==> config.mk <==
export PLATFORM = sky130hd
export DESIGN_NAME = utf8_to_iso8859_decoder_top
export DESIGN_NICKNAME = d
export VERILOG_FILES = /design/src/u2i_pkg.sv /design/src/u2i_in_reg.sv /design/src/u2i_core.sv /design/src/u2i_out_reg.sv /design/src/utf8_to_iso8859_decoder_top.sv
export VERILOG_INCLUDE_DIRS = /design/src /design/src/src
export SDC_FILE = /design/constraint.sdc
export NUM_CORES = 1
export LEC_CHECK = 0
export BUFFER_PORTS_ARGS = -buffer_cell sky130_fd_sc_hd__buf_2
export CORE_ASPECT_RATIO = 0.9
export CORE_MARGIN = 2
export CORE_UTILIZATION = 58
export CTS_BUF_LIST = sky130_fd_sc_hd__clkbuf_8
export CTS_CLUSTER_SIZE = 8
export DETAILED_ROUTE_END_ITERATION = 6
export GPL_TIMING_DRIVEN = 0
export PLACE_DENSITY_LB_ADDON = 0.25
export SLEW_MARGIN = 20
export SYNTH_ARGS = -nofsm -noshare
export SYNTH_HDL_FRONTEND = slang
export SYNTH_SLANG_ARGS = --single-unit
==> constraint.sdc <==
create_clock -name clk_i -period 2.7 [get_ports clk_i]
set_input_delay 0.54 -clock clk_i [delete_from_list [all_inputs] [get_ports clk_i]]
set_output_delay 0.54 -clock clk_i [all_outputs]
set_load 0.01 [all_outputs]
==> src/utf8_to_iso8859_decoder_top_assert.svh <==
// Assertion macros for the UTF-8 to ISO-8859 decoder.
// Needs clk_i and rst_ni in the scope of use; empty under SYNTHESIS.
`ifndef UTF8_TO_ISO8859_DECODER_TOP_ASSERT_SVH
`define UTF8_TO_ISO8859_DECODER_TOP_ASSERT_SVH
`ifndef SYNTHESIS
// Clocked check, off while reset is asserted.
`define U2I_ASSERT(lbl, prop, msg) \
  lbl: assert property (@(posedge clk_i) disable iff (!rst_ni) prop) else $error(msg);
// Clocked check that also holds during reset.
`define U2I_ASSERT_ALWAYS(lbl, prop, msg) \
  lbl: assert property (@(posedge clk_i) prop) else $error(msg);
`else
`define U2I_ASSERT(lbl, prop, msg)
`define U2I_ASSERT_ALWAYS(lbl, prop, msg)
`endif
`endif

==> src/u2i_pkg.sv <==
// Types and constants of the UTF-8 to ISO-8859 decoder.
// No dependencies; used by every module of the block.
package u2i_pkg;

  // Input transfer payload.
  typedef struct packed {
    logic [7:0] in_byte;
    logic       end_of_text;
  } in_item_t;

  // Result transfer payload.
  typedef struct packed {
    logic       char_valid;
    logic [7:0] out_char;
    logic [2:0] charset;
    logic       text_done;
  } out_item_t;

  // Core state visible to the top level.
  typedef struct packed {
    logic [1:0] pending;
    logic [2:0] charset;
  } status_t;

  // Lead byte thresholds.
  localparam logic [7:0] LEAD3_MIN = 8'hE0;
  localparam logic [7:0] LEAD2_MIN = 8'hC0;

  // Pending continuation counts.
  localparam logic [1:0] PEND_NONE = 2'd0;
  localparam logic [1:0] PEND_ONE  = 2'd1;
  localparam logic [1:0] PEND_TWO  = 2'd2;

  // Charset codes.
  localparam logic [2:0] CS_UNKNOWN = 3'd0;
  localparam logic [2:0] CS_8859_1  = 3'd1;
  localparam logic [2:0] CS_8859_2  = 3'd2;
  localparam logic [2:0] CS_8859_7  = 3'd3;
  localparam logic [2:0] CS_8859_5  = 3'd4;
  localparam logic [2:0] CS_8859_8  = 3'd5;
  localparam logic [2:0] CS_8859_6  = 3'd6;

  // Code pages (high byte of a decoded code).
  localparam logic [7:0] PAGE_LATIN1   = 8'h00;
  localparam logic [7:0] PAGE_LATIN2   = 8'h01;
  localparam logic [7:0] PAGE_GREEK    = 8'h03;
  localparam logic [7:0] PAGE_CYRILLIC = 8'h04;
  localparam logic [7:0] PAGE_HEBREW   = 8'h05;
  localparam logic [7:0] PAGE_ARABIC   = 8'h06;

  // Page offsets added to the low byte.
  localparam logic [7:0] OFS_GREEK    = 8'h30;
  localparam logic [7:0] OFS_CYRILLIC = 8'hA0;
  localparam logic [7:0] OFS_HEBREW   = 8'h10;
  localparam logic [7:0] OFS_NONE     = 8'h00;

  function automatic logic [7:0] page_offset(input logic [7:0] high);
    logic [7:0] ofs;
    case (high)
      PAGE_GREEK:    ofs = OFS_GREEK;
      PAGE_CYRILLIC: ofs = OFS_CYRILLIC;
      PAGE_HEBREW:   ofs = OFS_HEBREW;
      default:       ofs = OFS_NONE;
    endcase
    return ofs;
  endfunction

  function automatic logic [2:0] charset_from_page(input logic [7:0] high,
                                                   input logic [2:0] current);
    logic [2:0] cs;
    case (high)
      PAGE_LATIN1:   cs = CS_8859_1;
      PAGE_LATIN2:   cs = CS_8859_2;
      PAGE_GREEK:    cs = CS_8859_7;
      PAGE_CYRILLIC: cs = CS_8859_5;
      PAGE_HEBREW:   cs = CS_8859_8;
      PAGE_ARABIC:   cs = CS_8859_6;
      default:       cs = current;
    endcase
    return cs;
  endfunction

endpackage

==> src/u2i_in_reg.sv <==
// Input register of the UTF-8 to ISO-8859 decoder.
// Depends on u2i_pkg.
module u2i_in_reg (
  input  logic              clk_i,
  input  logic              rst_ni,
  input  logic              load_i,
  input  logic              drain_i,
  input  u2i_pkg::in_item_t item_i,
  output logic              valid_o,
  output u2i_pkg::in_item_t item_o
);

  logic              valid_d, valid_q;
  u2i_pkg::in_item_t item_q;

  always_comb begin
    valid_d = valid_q;
    if (load_i) begin
      valid_d = 1'b1;
    end else if (drain_i) begin
      valid_d = 1'b0;
    end
  end

  always_ff @(posedge clk_i or negedge rst_ni) begin
    if (!rst_ni) begin
      valid_q <= 1'b0;
    end else begin
      valid_q <= valid_d;
    end
  end

  always_ff @(posedge clk_i) begin
    if (load_i) begin
      item_q <= item_i;
    end
  end

  assign valid_o = valid_q;
  assign item_o  = item_q;

endmodule

==> src/u2i_core.sv <==
// Decode state and per-byte logic of the UTF-8 to ISO-8859 decoder.
// Depends on u2i_pkg.
module u2i_core (
  input  logic               clk_i,
  input  logic               rst_ni,
  input  logic               fire_i,
  input  u2i_pkg::in_item_t  item_i,
  output u2i_pkg::out_item_t res_o,
  output u2i_pkg::status_t   status_o
);

  logic [1:0]  pending_d, pending_q;
  logic [15:0] acc_d, acc_q;
  logic [2:0]  charset_d, charset_q;

  logic [15:0] acc_shift;
  logic [1:0]  pend_dec;
  logic [7:0]  high, low;
  logic [7:0]  b;

  assign b         = item_i.in_byte;
  assign acc_shift = {acc_q[9:0], b[5:0]};
  assign pend_dec  = pending_q - 2'd1;
  assign high      = acc_shift[15:8];
  assign low       = acc_shift[7:0];

  always_comb begin
    pending_d       = pending_q;
    acc_d           = acc_q;
    charset_d       = charset_q;
    res_o.char_valid = 1'b0;
    res_o.out_char   = 8'h00;
    if (pending_q != u2i_pkg::PEND_NONE) begin
      // continuation, whatever the byte value
      pending_d = pend_dec;
      acc_d     = acc_shift;
      if (pend_dec == u2i_pkg::PEND_NONE) begin
        if (charset_q == u2i_pkg::CS_UNKNOWN || charset_q == u2i_pkg::CS_8859_1) begin
          charset_d = u2i_pkg::charset_from_page(high, charset_q);
        end
        res_o.char_valid = 1'b1;
        res_o.out_char   = low + u2i_pkg::page_offset(high);
        acc_d            = 16'h0000;
      end
    end else if (b >= u2i_pkg::LEAD3_MIN) begin
      acc_d     = {12'h000, b[3:0]};
      pending_d = u2i_pkg::PEND_TWO;
    end else if (b >= u2i_pkg::LEAD2_MIN) begin
      acc_d     = {11'h000, b[4:0]};
      pending_d = u2i_pkg::PEND_ONE;
    end else begin
      res_o.char_valid = 1'b1;
      res_o.out_char   = b;
    end
    res_o.charset   = charset_d;
    res_o.text_done = item_i.end_of_text;
  end

  // end of text: discard any open sequence and forget the charset
  always_ff @(posedge clk_i or negedge rst_ni) begin
    if (!rst_ni) begin
      pending_q <= u2i_pkg::PEND_NONE;
      acc_q     <= 16'h0000;
      charset_q <= u2i_pkg::CS_UNKNOWN;
    end else if (fire_i) begin
      if (item_i.end_of_text) begin
        pending_q <= u2i_pkg::PEND_NONE;
        acc_q     <= 16'h0000;
        charset_q <= u2i_pkg::CS_UNKNOWN;
      end else begin
        pending_q <= pending_d;
        acc_q     <= acc_d;
        charset_q <= charset_d;
      end
    end
  end

  assign status_o.pending = pending_q;
  assign status_o.charset = charset_q;

endmodule

==> src/u2i_out_reg.sv <==
// Result register of the UTF-8 to ISO-8859 decoder.
// Depends on u2i_pkg.
module u2i_out_reg (
  input  logic               clk_i,
  input  logic               rst_ni,
  input  logic               load_i,
  input  logic               stall_i,
  input  u2i_pkg::out_item_t item_i,
  output logic               valid_o,
  output u2i_pkg::out_item_t item_o
);

  logic               valid_d, valid_q;
  u2i_pkg::out_item_t item_q;

  always_comb begin
    valid_d = valid_q;
    if (load_i) begin
      valid_d = 1'b1;
    end else if (!stall_i) begin
      valid_d = 1'b0;
    end
  end

  always_ff @(posedge clk_i or negedge rst_ni) begin
    if (!rst_ni) begin
      valid_q <= 1'b0;
    end else begin
      valid_q <= valid_d;
    end
  end

  always_ff @(posedge clk_i) begin
    if (load_i) begin
      item_q <= item_i;
    end
  end

  assign valid_o = valid_q;
  assign item_o  = item_q;

endmodule

==> src/utf8_to_iso8859_decoder_top.sv <==
// UTF-8 to ISO-8859 decoder, one byte per transfer, one result per byte.
// Each byte is held in the input register, decoded, and its result is held in the
// result register until the result transfer.
// Throughput: 1 byte per cycle unless the result channel stalls; the decode state is updated as each byte is decoded.
// Reset (rst_ni low, async): both stages empty, no bytes pending, charset unknown.
// Depends on u2i_pkg, u2i_in_reg, u2i_core, u2i_out_reg and the assert header.
`include "utf8_to_iso8859_decoder_top_assert.svh"

module utf8_to_iso8859_decoder_top (
  input  logic               clk_i,
  input  logic               rst_ni,
  // input channel
  input  logic               in_valid_i,
  output logic               in_stall_o,
  input  u2i_pkg::in_item_t  in_item_i,
  // result channel
  output logic               out_valid_o,
  input  logic               out_stall_i,
  output u2i_pkg::out_item_t out_item_o
);

  // Pipeline:
  //   in_reg  -> holds the accepted byte
  //   core    -> decode state (pending count, accumulator, charset) and the
  //              combinational decode of the held byte
  //   out_reg -> holds the result until the sink takes it
  // The held byte is decoded ("fires") when the result register is free or is
  // being emptied this cycle; the state is updated on that same edge, so the
  // next byte in the input register always sees up-to-date state.

  logic               in_q_valid;
  u2i_pkg::in_item_t  in_q_item;
  u2i_pkg::out_item_t core_res;
  u2i_pkg::status_t   core_status;
  logic               advance;
  logic               fire;
  logic               in_take;

  assign advance    = !out_valid_o || !out_stall_i;
  assign fire       = in_q_valid && advance;
  // input register can take a byte when empty or when its byte moves on
  assign in_stall_o = in_q_valid && !advance;
  assign in_take    = in_valid_i && !in_stall_o;

  u2i_in_reg u_in_reg (
    .clk_i   (clk_i),
    .rst_ni  (rst_ni),
    .load_i  (in_take),
    .drain_i (fire),
    .item_i  (in_item_i),
    .valid_o (in_q_valid),
    .item_o  (in_q_item)
  );

  u2i_core u_core (
    .clk_i    (clk_i),
    .rst_ni   (rst_ni),
    .fire_i   (fire),
    .item_i   (in_q_item),
    .res_o    (core_res),
    .status_o (core_status)
  );

  u2i_out_reg u_out_reg (
    .clk_i   (clk_i),
    .rst_ni  (rst_ni),
    .load_i  (fire),
    .stall_i (out_stall_i),
    .item_i  (core_res),
    .valid_o (out_valid_o),
    .item_o  (out_item_o)
  );

  // ---------------------------------------------------------------------------
  // Assertions
  // ---------------------------------------------------------------------------

  // a result without a character carries a zero character
  `U2I_ASSERT(a_no_char_zero, out_valid_o && !out_item_o.char_valid |-> out_item_o.out_char == 8'h00, "char without char_valid")

  // end of text leaves clean state behind
  `U2I_ASSERT(a_eot_clears, fire && in_q_item.end_of_text |=> core_status.pending == u2i_pkg::PEND_NONE && core_status.charset == u2i_pkg::CS_UNKNOWN, "state not cleared after end of text")

  // charset only moves when a byte is decoded
  `U2I_ASSERT(a_charset_hold, !fire |=> $stable(core_status.charset), "charset changed without a decode")

  // a lead byte with nothing pending gives no character
  `U2I_ASSERT(a_lead_no_char, fire && core_status.pending == u2i_pkg::PEND_NONE && in_q_item.in_byte >= u2i_pkg::LEAD2_MIN |=> !out_item_o.char_valid, "lead byte produced a character")

  // pending count never exceeds a three-byte sequence; vacuous while in reset
  `U2I_ASSERT_ALWAYS(a_pending_range, !rst_ni || core_status.pending != 2'd3, "pending count out of range")

endmodule

==> results of run 1 <==
stage by stage:
step | instance area, sq um | hold slack [ns] | instances | util, %
2_1_floorplan | 1783 | 0.2444 | 151 | -
3_3_place_gp | 1971 | 0.4579 | 220 | 65.79
3_5_place_dp | 1971 | 0.4657 | 220 | 65.79
4_1_cts | 2052 | 0.1726 | 228 | 68.50
5_1_grt | 2058 | 0.1879 | 228 | 68.71
6_report | 2058 | 0.1614 | 228 | 68.71
where the power goes:
group / total, mW / internal (mW) / switching, mW
Sequential: 0.724 / 0.692 / 0.0322
Combinational: 0.207 / 0.0913 / 0.116
Clock: 0.352 / 0.173 / 0.179
repair_timing:
item                       in CTS  in global routing
setup endpoints to repair       0                  1
resized for setup               0                  1
hold endpoints to repair        0                  0
hold buffers                    0                  0
final cells by class:
class	count	area [sq um]	area share (%)
sequential	39	1086	52.77
timing repair buffer	27	135.1	6.565
buffer	5	33.78	1.641
inverter	6	22.52	1.094
multi-input combinational	101	646.9	31.43
clock inverter	3	12.51	0.6079
clock buffer	5	68.82	3.343
tap	42	52.55	2.553
per-layer routing:
layer | up-vias | GRT usage, % | share of wire (%)
met5 | - | 0 | 0
met4 | 0 | 10.16 | 1.2
met3 | 5 | 4.810 | 5.8
met2 | 45 | 32.26 | 49
met1 | 586 | 26.68 | 44
li1 | 611 | - | -
registers in the layout (all words and copies together) (netlist names):
signal,count
u_in_reg.item_o,9
u_core.pending_q,2
u_in_reg.valid_o,1
u_core.charset_q,3
u_out_reg.valid_o,1
u_out_reg.item_o,13
u_core.acc_q,10
cells by family after synthesis:
kind of cell | count (synthesis) | share of synthesized area [%]
xor+xnor | 3 | 1.474
compound gates | 33 | 13.33
flops | 39 | 60.91
simple gates | 60 | 17.40
buf+inv | 11 | 3.158
mux | 2 | 1.193
fa+ha+maj | 3 | 2.526
cells in the mapped netlist (2+ instances only):
master,instances
nor4_1,2
buf_2,3
dfrtp_1,17
nor2b_1,6
o21ai_0,9
xnor2_1,2
a21oi_1,3
and2_1,5
a22o_1,4
a21o_1,5
nand2b_1,3
nand3_1,3
nand2_1,21
and3_2,2
nor2_1,9
edfxtp_1,22
inv_1,6
a31oi_1,2
ha_1,2
a21boi_0,2
worst min-delay path by stage:
stage,from,to,slack (ns),cells past startpoint
global placement,u_in_reg.valid_o,u_out_reg.valid_o,0.46,1
detailed placement,u_in_reg.valid_o,u_out_reg.valid_o,0.47,1
global route,rst_ni,u_core.pending_q[0],0.19,1
floorplan,rst_ni,u_core.acc_q[0],0.24,0
finish,rst_ni,u_core.pending_q[0],0.16,1
CTS,rst_ni,u_core.pending_q[0],0.17,1
==> results.py, run 1 <==
metrics = {
    "outcome": {
        "status": "completed",
    },
    "place": {
        "pre_cts_slack_ns": 0.1101,
        "place.gp.congestion": 0.8811,
        "port_buffers": 27,
        "post-dp-hpwl_um": 2315,
    },
    "worst_setup_path": {
        "rr_worst_depth": 9,
        "crit_family": "compound AO/OA/AOI/OAI gates",
        "crit_buf_inv": 1,
        "start_kind": "register",
        "path_max_fanout": 7,
        "worstPathRequired_ns": 2.73,
        "regToRegStartpoint": "u_core.acc_q[2]",
        "cp-end-kind": "register",
        "setup.worst_path.end": "u_out_reg.item_o[11]",
        "crit_type": "reg -> reg",
        "crit_path_max_incr_delay_ns": 0.48,
        "r2r_slack_ns": 0.19,
        "r2r_end": "u_out_reg.item_o[11]",
        "crit_path_start": "u_core.acc_q[2]",
        "cp_num_cells": 9,
        "arrival_ns": 2.54,
        "path_cells": "and2b_1 > nor2b_1 > o21ai_0 > inv_1 > ha_1 > a21o_1 > a32oi_1 > mux2i_1 > nand2_1",
        "cpMaxStageDelayCell": "dfrtp_1",
    },
    "timing": {
        "period_minus_slack_ns": 2.506,
        "maxSlewHeadroom_pct": 59.69,
        "fmax_ghz": 0.3991,
        "period_share_pct": 92.81,
        "rsz0062_at_grt": "no",
        "skew_ns": 0.005740,
        "setup_ws_ns": 0.1941,
        "tightest_slew_ns": 0.6040,
        "hold_violations": 0,
        "setup_viol": 0,
        "timing.final.max_slew_violations": 0,
        "fin_setup_tns_ns": 0,
    },
    "yosys": {
        "yosys_warnings": 0,
        "syn_inst": 151,
        "avgSynthCellArea_sq_um": 11.81,
        "synth-main-ff-cell": "edfxtp_1",
        "synth_edf_count": 22,
        "yosysTopAreaCellShare_pct": 37.05,
        "syn_nets": 167,
        "synth_seq_cells": 39,
        "synth_area_leaders": "edfxtp_1, dfrtp_1, nand2_1",
        "yosysSeqAreaShare_pct": 60.91,
        "synthArstFlopShare_pct": 43.59,
        "yosysUniqueCellTypes": 43,
        "synth.cell_area_sq_um": 1783,
        "yosysTopAreaCell": "edfxtp_1",
    },
    "cells_and_area": {
        "layout_commonest_cell": "buf_2",
        "num_antenna_cells": 0,
        "area_delta_synth_final_pct": 15.44,
        "final_cell_mix": "buf_2, edfxtp_1, nand2_1, dfrtp_1",
        "num-fill-cells": 226,
        "fin_nets": 201,
        "drive_gt1_share_pct": 24.73,
    },
    "flow_run": {
        "maxCapViolations": 0,
    },
    "global_route": {
        "grt_pass1_vias": 1197,
        "grt_use_total_pct": 20.40,
        "grt_max_degree": 18,
        "grt-ovfl-total": 0,
        "grt_first_pass_wirelength_um": 5409,
        "antenna_found_initial": 0,
    },
    "cts": {
        "cts_buffer_depth": 2,
        "tritoncts": "done",
        "postCtsSetupRepairBufs": 0,
        "clk_pin_slew_ns": 0.07,
        "clkLatencyLatePin_ns": 0.28,
        "clockRootBuffer": "clkbuf_8",
        "htreeDepth": 2,
        "cts_buffers": 5,
        "clock-sinks": 39,
    },
    "drt": {
        "drc_errors": 0,
        "firstDrtPassIters": 4,
        "drt_iter0_markers": 80,
        "postRouteAntennaNets": 0,
        "vias": 1247,
        "vias_per_cell": 5.469,
        "drt-total-wl_um": 3144,
        "drt-wirelength-per-cell_um": 13.79,
    },
    "floorplanning": {
        "start_util_pct": 59.52,
        "core_region_area_sq_um": 2995,
        "dieArea_sq_um": 3534,
        "row_count": 19,
        "num_io_pins": 28,
        "fp.dieW_um": 62.45,
        "die_h_um": 56.60,
    },
    "pwr": {
        "worst_ir_drop_vdd_mv": 0.3878,
        "power_mw": 1.284,
        "power_density_nw_per_um2": 624.0,
        "power.leakage_nw": 0.9205,
    },
    "hold_path": {
        "holdCritPathClass": "in -> async",
    },
}
(Power assumes the default switching activity.)
==> run 2, diff against run 1 <==
--- a/config.mk
+++ b/config.mk
@@ -7,9 +7,9 @@
 export NUM_CORES = 1
 export LEC_CHECK = 0
 export BUFFER_PORTS_ARGS = -buffer_cell sky130_fd_sc_hd__buf_2
-export CORE_ASPECT_RATIO = 0.9
+export CORE_ASPECT_RATIO = 1.5
 export CORE_MARGIN = 2
-export CORE_UTILIZATION = 58
+export CORE_UTILIZATION = 52
 export CTS_BUF_LIST = sky130_fd_sc_hd__clkbuf_8
 export CTS_CLUSTER_SIZE = 8
 export DETAILED_ROUTE_END_ITERATION = 6
==> constraint.sdc (replaced) <==
create_clock -name clk_i -period 2.2 [get_ports clk_i]
set_input_delay 0.44 -clock clk_i [delete_from_list [all_inputs] [get_ports clk_i]]
set_output_delay 0.44 -clock clk_i [all_outputs]
set_load 0.01 [all_outputs]
==> run 2 against run 1 <==
Against the previous run: wire length increased by 24%; sequential share of layout area decreased by 2.8 points; clock power increased by 31%; hold slack got worse by 0.10 ns; clock skew decreased by 0.00092 ns; count of clock-buffer cells in the layout unchanged; sequential cell count unchanged; highest routed layer unchanged.
==> results.py, run 2 (same netlist as run 1, synthesis figures left out) <==
metrics = {
    "outcome": {
        "status": "completed",
    },
    "global_route": {
        "grt_max_degree": 18,
        "gr-usage-met1_pct": 23.84,
        "grt-ovfl-total": 0,
        "use_met2_pct": 40.46,
        "grt_pass1_vias": 1376,
        "grt_use_total_pct": 22.34,
        "grt_first_pass_wirelength_um": 6258,
        "met3_usage_pct": 4.706,
        "antenna_found_initial": 0,
        "grt-busiest-layer": "met2",
    },
    "worst_setup_path": {
        "cpMostUsedCell": "nor2_1",
        "crit_type": "reg -> reg",
        "path_cells": "nor2_4 > nor4b_4 > and3_4 > ha_4 > inv_2 > fa_1 > nor2_1 > a31oi_1 > nor2_1",
        "path_max_fanout": 3,
        "cp-end-kind": "register",
        "r2r_end": "u_out_reg.item_o[9]",
        "cpMaxStageDelayCell": "fa_1",
        "arrival_ns": 2.20,
        "rr_worst_depth": 9,
        "r2r_slack_ns": 0.06,
        "worstPathRequired_ns": 2.25,
        "crit_path_start": "u_core.acc_q[6]",
        "start_kind": "register",
        "crit_path_max_incr_delay_ns": 0.48,
        "regToRegStartpoint": "u_core.acc_q[6]",
    },
    "cells_and_area": {
        "final_cell_mix": "buf_2, edfxtp_1, nand2_1, dfrtp_1",
        "largest_register_ffs": 13,
        "fin_util_pct": 64.97,
        "fin_nets": 208,
        "area_delta_synth_final_pct": 22.11,
        "drive_gt1_share_pct": 34.20,
        "num-fill-cells": 251,
        "layout_commonest_cell": "buf_2",
        "num_antenna_cells": 0,
    },
    "timing": {
        "setup_viol": 0,
        "period_minus_slack_ns": 2.145,
        "skew_ns": 0.004822,
        "hold_violations": 0,
        "fmax_ghz": 0.4662,
        "maxSlewHeadroom_pct": 59.25,
        "tightest_slew_ns": 0.6057,
        "rsz0062_at_grt": "yes",
        "period_share_pct": 97.50,
        "timing.final.max_slew_violations": 0,
        "fin_setup_tns_ns": 0,
    },
    "drt": {
        "drt_iter0_markers": 56,
        "vias_per_cell": 5.762,
        "drt-total-wl_um": 3883,
        "vias": 1354,
        "drc_errors": 0,
        "postRouteAntennaNets": 0,
        "drt-wirelength-per-cell_um": 16.52,
        "firstDrtPassIters": 4,
    },
    "floorplanning": {
        "dieArea_sq_um": 3923,
        "die_h_um": 75.72,
        "row_count": 26,
        "num_io_pins": 28,
        "core_region_area_sq_um": 3351,
        "fp.dieW_um": 51.81,
        "start_util_pct": 53.21,
    },
    "cts": {
        "clkLatencyLatePin_ns": 0.29,
        "clock-sinks": 39,
        "clk_pin_slew_ns": 0.07,
        "clockRootBuffer": "clkbuf_8",
        "cts_buffers": 5,
        "ctsHoldBuffers": 0,
        "htreeDepth": 2,
        "cts_buffer_depth": 2,
        "tritoncts": "done",
    },
    "place": {
        "post-dp-hpwl_um": 2596,
        "port_buffers": 27,
        "place.gp.congestion": 0.8694,
    },
    "pwr": {
        "worst_ir_drop_vdd_mv": 0.6084,
        "power_density_nw_per_um2": 757.1,
        "power.leakage_nw": 0.9543,
    },
    "flow_run": {
        "maxCapViolations": 0,
    },
    "hold_path": {
        "holdCritPathClass": "in -> async",
    },
}
[run 2: layer usage]
layer | share of wire, % | wire (um)
met1 | 36 | 1411
met2 | 55 | 2128
met3 | 4.9 | 190
met4 | 3.9 | 153
met5 | 0 | 0
[run 2: what timing repair did]
item,4_1_cts,5_1_grt
setup endpoints to repair,3,4
gates cloned,0,0
setup buffers,8,0
resized for setup,11,4
pin swaps,4,4
[run 2: per-stage QoR]
stage / hold WS (ns) / setup WS [ns] / total power [mW] / std cells / instance area (sq um)
after CTS: 0.06965 / 0.01390 / 1.647 / 235 / 2161
final: 0.06074 / 0.05510 / 1.648 / 235 / 2177
after floorplan: 0.1444 / 0.02935 / 1.071 / 151 / 1789
after global routing: 0.08804 / -0.07591 / 1.730 / 235 / 2177
after global placement: 0.3805 / -0.2009 / 1.147 / 220 / 1977
after detailed placement: 0.3852 / -0.2284 / 1.165 / 220 / 1977
[run 2: layout make-up]
type | instances | area [sq um] | share of cell area, %
inverters | 6 | 26.28 | 1.207
flip-flops and latches | 39 | 1089 | 50.00
plain buffers | 4 | 26.28 | 1.207
clock inverters | 3 | 15.01 | 0.6897
clock buffers | 5 | 68.82 | 3.161
well taps | 42 | 52.55 | 2.414
repair buffers | 35 | 195.2 | 8.965
multi-input cells | 101 | 704.4 | 32.36
[run 2: how the worst max path moves through the flow]
stage / endpoint / cells past startpoint / slack [ns]
finish: u_out_reg.item_o[9] / 9 / 0.06
detailed placement: u_out_reg.item_o[10] / 9 / -0.23
floorplan: u_out_reg.item_o[11] / 10 / 0.03
CTS: u_out_reg.item_o[11] / 10 / 0.01
global route: u_out_reg.item_o[9] / 9 / -0.08
global placement: u_out_reg.item_o[9] / 9 / -0.20
[run 2: power breakdown]
group	switching, mW	total (mW)	leakage, nW	internal [mW]
Sequential	0.0416	0.892	0.437	0.850
Clock	0.245	0.462	0.0477	0.217
Combinational	0.164	0.295	0.470	0.131
Total	0.450	1.65	0.954	1.20
[run 2: critical path, delay by kind of cell (launching register included)]
kind / cells / cell delay, ns
buf+inv: 1 / 0.04
fa+ha+maj: 2 / 0.62
compound gates: 1 / 0.15
flops: 1 / 0.40
simple gates: 5 / 0.69
==> run 3, diff against run 2 <==
--- a/config.mk
+++ b/config.mk
@@ -11,9 +11,11 @@
 export CORE_MARGIN = 2
 export CORE_UTILIZATION = 52
 export CTS_BUF_LIST = sky130_fd_sc_hd__clkbuf_8
+export CTS_CLUSTER_DIAMETER = 50
 export CTS_CLUSTER_SIZE = 8
 export DETAILED_ROUTE_END_ITERATION = 6
 export GPL_TIMING_DRIVEN = 0
+export MAX_ROUTING_LAYER = met4
 export PLACE_DENSITY_LB_ADDON = 0.25
 export SLEW_MARGIN = 20
 export SYNTH_ARGS = -nofsm -noshare
==> run 3 against run 2 <==
Against the previous run: final area unchanged; critical path type unchanged; hold slack unchanged; die area unchanged; total power about the same; count of clock-buffer cells in the layout unchanged; via count unchanged; sequential share of layout area unchanged; clock skew about the same; global-route usage up 0.70 points; critical path depth unchanged.
==> results.py, run 3 (same netlist as run 1, synthesis figures left out) <==
metrics = {
    "outcome": {
        "status": "completed",
    },
    "worst_setup_path": {
        "cpMostUsedCell": "nor2_1",
        "path_max_fanout": 3,
        "rr_worst_depth": 9,
        "arrival_ns": 2.20,
        "crit_path_start": "u_core.acc_q[6]",
        "r2r_end": "u_out_reg.item_o[9]",
        "path_cells": "nor2_4 > nor4b_4 > and3_4 > ha_4 > inv_2 > fa_1 > nor2_1 > a31oi_1 > nor2_1",
        "cpMaxStageDelayCell": "fa_1",
        "setup.worst_path.end": "u_out_reg.item_o[9]",
        "crit_type": "reg -> reg",
        "r2r_slack_ns": 0.06,
        "regToRegStartpoint": "u_core.acc_q[6]",
        "worstPathRequired_ns": 2.25,
        "start_kind": "register",
        "cp-end-kind": "register",
        "crit_path_max_incr_delay_ns": 0.48,
    },
    "cells_and_area": {
        "num_antenna_cells": 0,
        "regArea_sq_um": 1089,
        "area_delta_synth_final_pct": 22.11,
        "largest_register_ffs": 13,
        "fin_util_pct": 64.97,
        "stdcell_count": 235,
        "fin_nets": 208,
        "final_area_sq_um": 2177,
        "num-fill-cells": 251,
        "layout_commonest_cell": "buf_2",
        "multi_input_area_sq_um": 704.4,
        "drive_gt1_share_pct": 34.20,
        "final_cell_mix": "buf_2, edfxtp_1, nand2_1, dfrtp_1",
    },
    "timing": {
        "hold_violations": 0,
        "timing.final.max_slew_violations": 0,
        "tightest_slew_ns": 0.6057,
        "skew_ns": 0.004785,
        "setup_viol": 0,
        "setup_ws_ns": 0.05504,
        "period_minus_slack_ns": 2.145,
        "maxSlewHeadroom_pct": 59.25,
        "period_share_pct": 97.50,
        "fmax_ghz": 0.4662,
        "fin_setup_tns_ns": 0,
        "rsz0062_at_grt": "yes",
        "holdWs_ns": 0.06074,
    },
    "pwr": {
        "p_switching_mw": 0.4505,
        "worst_ir_drop_vdd_mv": 0.6086,
        "intPower_mw": 1.198,
        "clkPwrFrac_pct": 28.0,
        "power_density_nw_per_um2": 757.1,
        "power_frac_comb_pct": 17.9,
        "power.leakage_nw": 0.9543,
        "seq_power_share_pct": 54.1,
        "switching_share_pct": 27.33,
        "power_mw": 1.648,
    },
    "cts": {
        "clk_pin_slew_ns": 0.07,
        "htreeDepth": 2,
        "clockRootBuffer": "clkbuf_8",
        "cts_buffers": 5,
        "cts_buffer_depth": 2,
        "ctsHoldBuffers": 0,
        "tritoncts": "done",
        "clock-sinks": 39,
        "clkLatencyLatePin_ns": 0.29,
    },
    "floorplanning": {
        "num_io_pins": 28,
        "die_h_um": 75.72,
        "row_count": 26,
        "fp.dieW_um": 51.81,
        "start_util_pct": 53.21,
        "dieArea_sq_um": 3923,
        "core_region_area_sq_um": 3351,
    },
    "place": {
        "dp.cells": 220,
        "place_area_sq_um": 1977,
        "place.gp.congestion": 0.8836,
        "pre_cts_slack_ns": -0.2284,
        "post-dp-hpwl_um": 2596,
        "port_buffers": 27,
    },
    "drt": {
        "vias": 1354,
        "drt-wirelength-per-cell_um": 16.52,
        "postRouteAntennaNets": 0,
        "drc_errors": 0,
        "drt_iter0_markers": 56,
        "drt-total-wl_um": 3883,
        "firstDrtPassIters": 4,
        "vias_per_cell": 5.762,
    },
    "global_route": {
        "antenna_found_initial": 0,
        "grt_use_total_pct": 23.04,
        "grt_first_pass_wirelength_um": 6258,
        "grt_max_degree": 18,
        "grt_pass1_vias": 1376,
        "grt-ovfl-total": 0,
    },
    "flow_run": {
        "maxCapViolations": 0,
    },
    "hold_path": {
        "holdCritPathClass": "in -> async",
    },
}
run 3: cell counts in the layout (fill, tap and decap cells not counted):
Identical to the previous run, type by type.
run 3: worst min-delay path by stage:
stage,from,endpoint,slack (ns),cells past startpoint
final,rst_ni,u_core.charset_q[1],0.06,1
after global routing,rst_ni,u_core.charset_q[1],0.09,1
after CTS,rst_ni,u_core.charset_q[1],0.07,1
after detailed placement,rst_ni,u_core.charset_q[1],0.39,1
after global placement,rst_ni,u_core.charset_q[0],0.38,1
after floorplan,rst_ni,u_core.acc_q[0],0.14,0
run 3: metal layers:
layer | global-route usage [%] | wire [um]
met5 | - | 0
met4 | 12.87 | 153
met3 | 4.510 | 187
met2 | 40.46 | 2128
met1 | 23.97 | 1414
run 3: power groups by stage:
stage / sequential, mW / clock, mW / combinational, mW
3_5_place_dp: 0.905 / 0 / 0.259
5_1_grt: 0.897 / 0.508 / 0.325
4_1_cts: 0.890 / 0.473 / 0.284
6_report: 0.892 / 0.462 / 0.295
3_3_place_gp: 0.901 / 0 / 0.247
2_1_floorplan: 0.909 / 0 / 0.162
run 3: area by class of cell:
type	count	area share, %
Multi-Input combinational cell	101	32.36
Tap cell	42	2.414
Sequential cell	39	50.00
Clock inverter	3	0.6897
Clock buffer	5	3.161
Inverter	6	1.207
Buffer	4	1.207
Timing Repair Buffer	35	8.965
run 3: worst max-delay path: cells and delay by family (launching register included):
family                   cells  cell delay (ns)
AO/OA/AOI/OAI                1             0.15
adder cells (fa/ha/maj)      2             0.62
buffers and inverters        1             0.04
flip-flops                   1             0.40
AND/OR/NAND/NOR              5             0.69
run 3: timing repair:
action	CTS	global route
pin swaps	4	4
buffers inserted	8	0
resized for setup	11	4
setup endpoints to repair	3	4
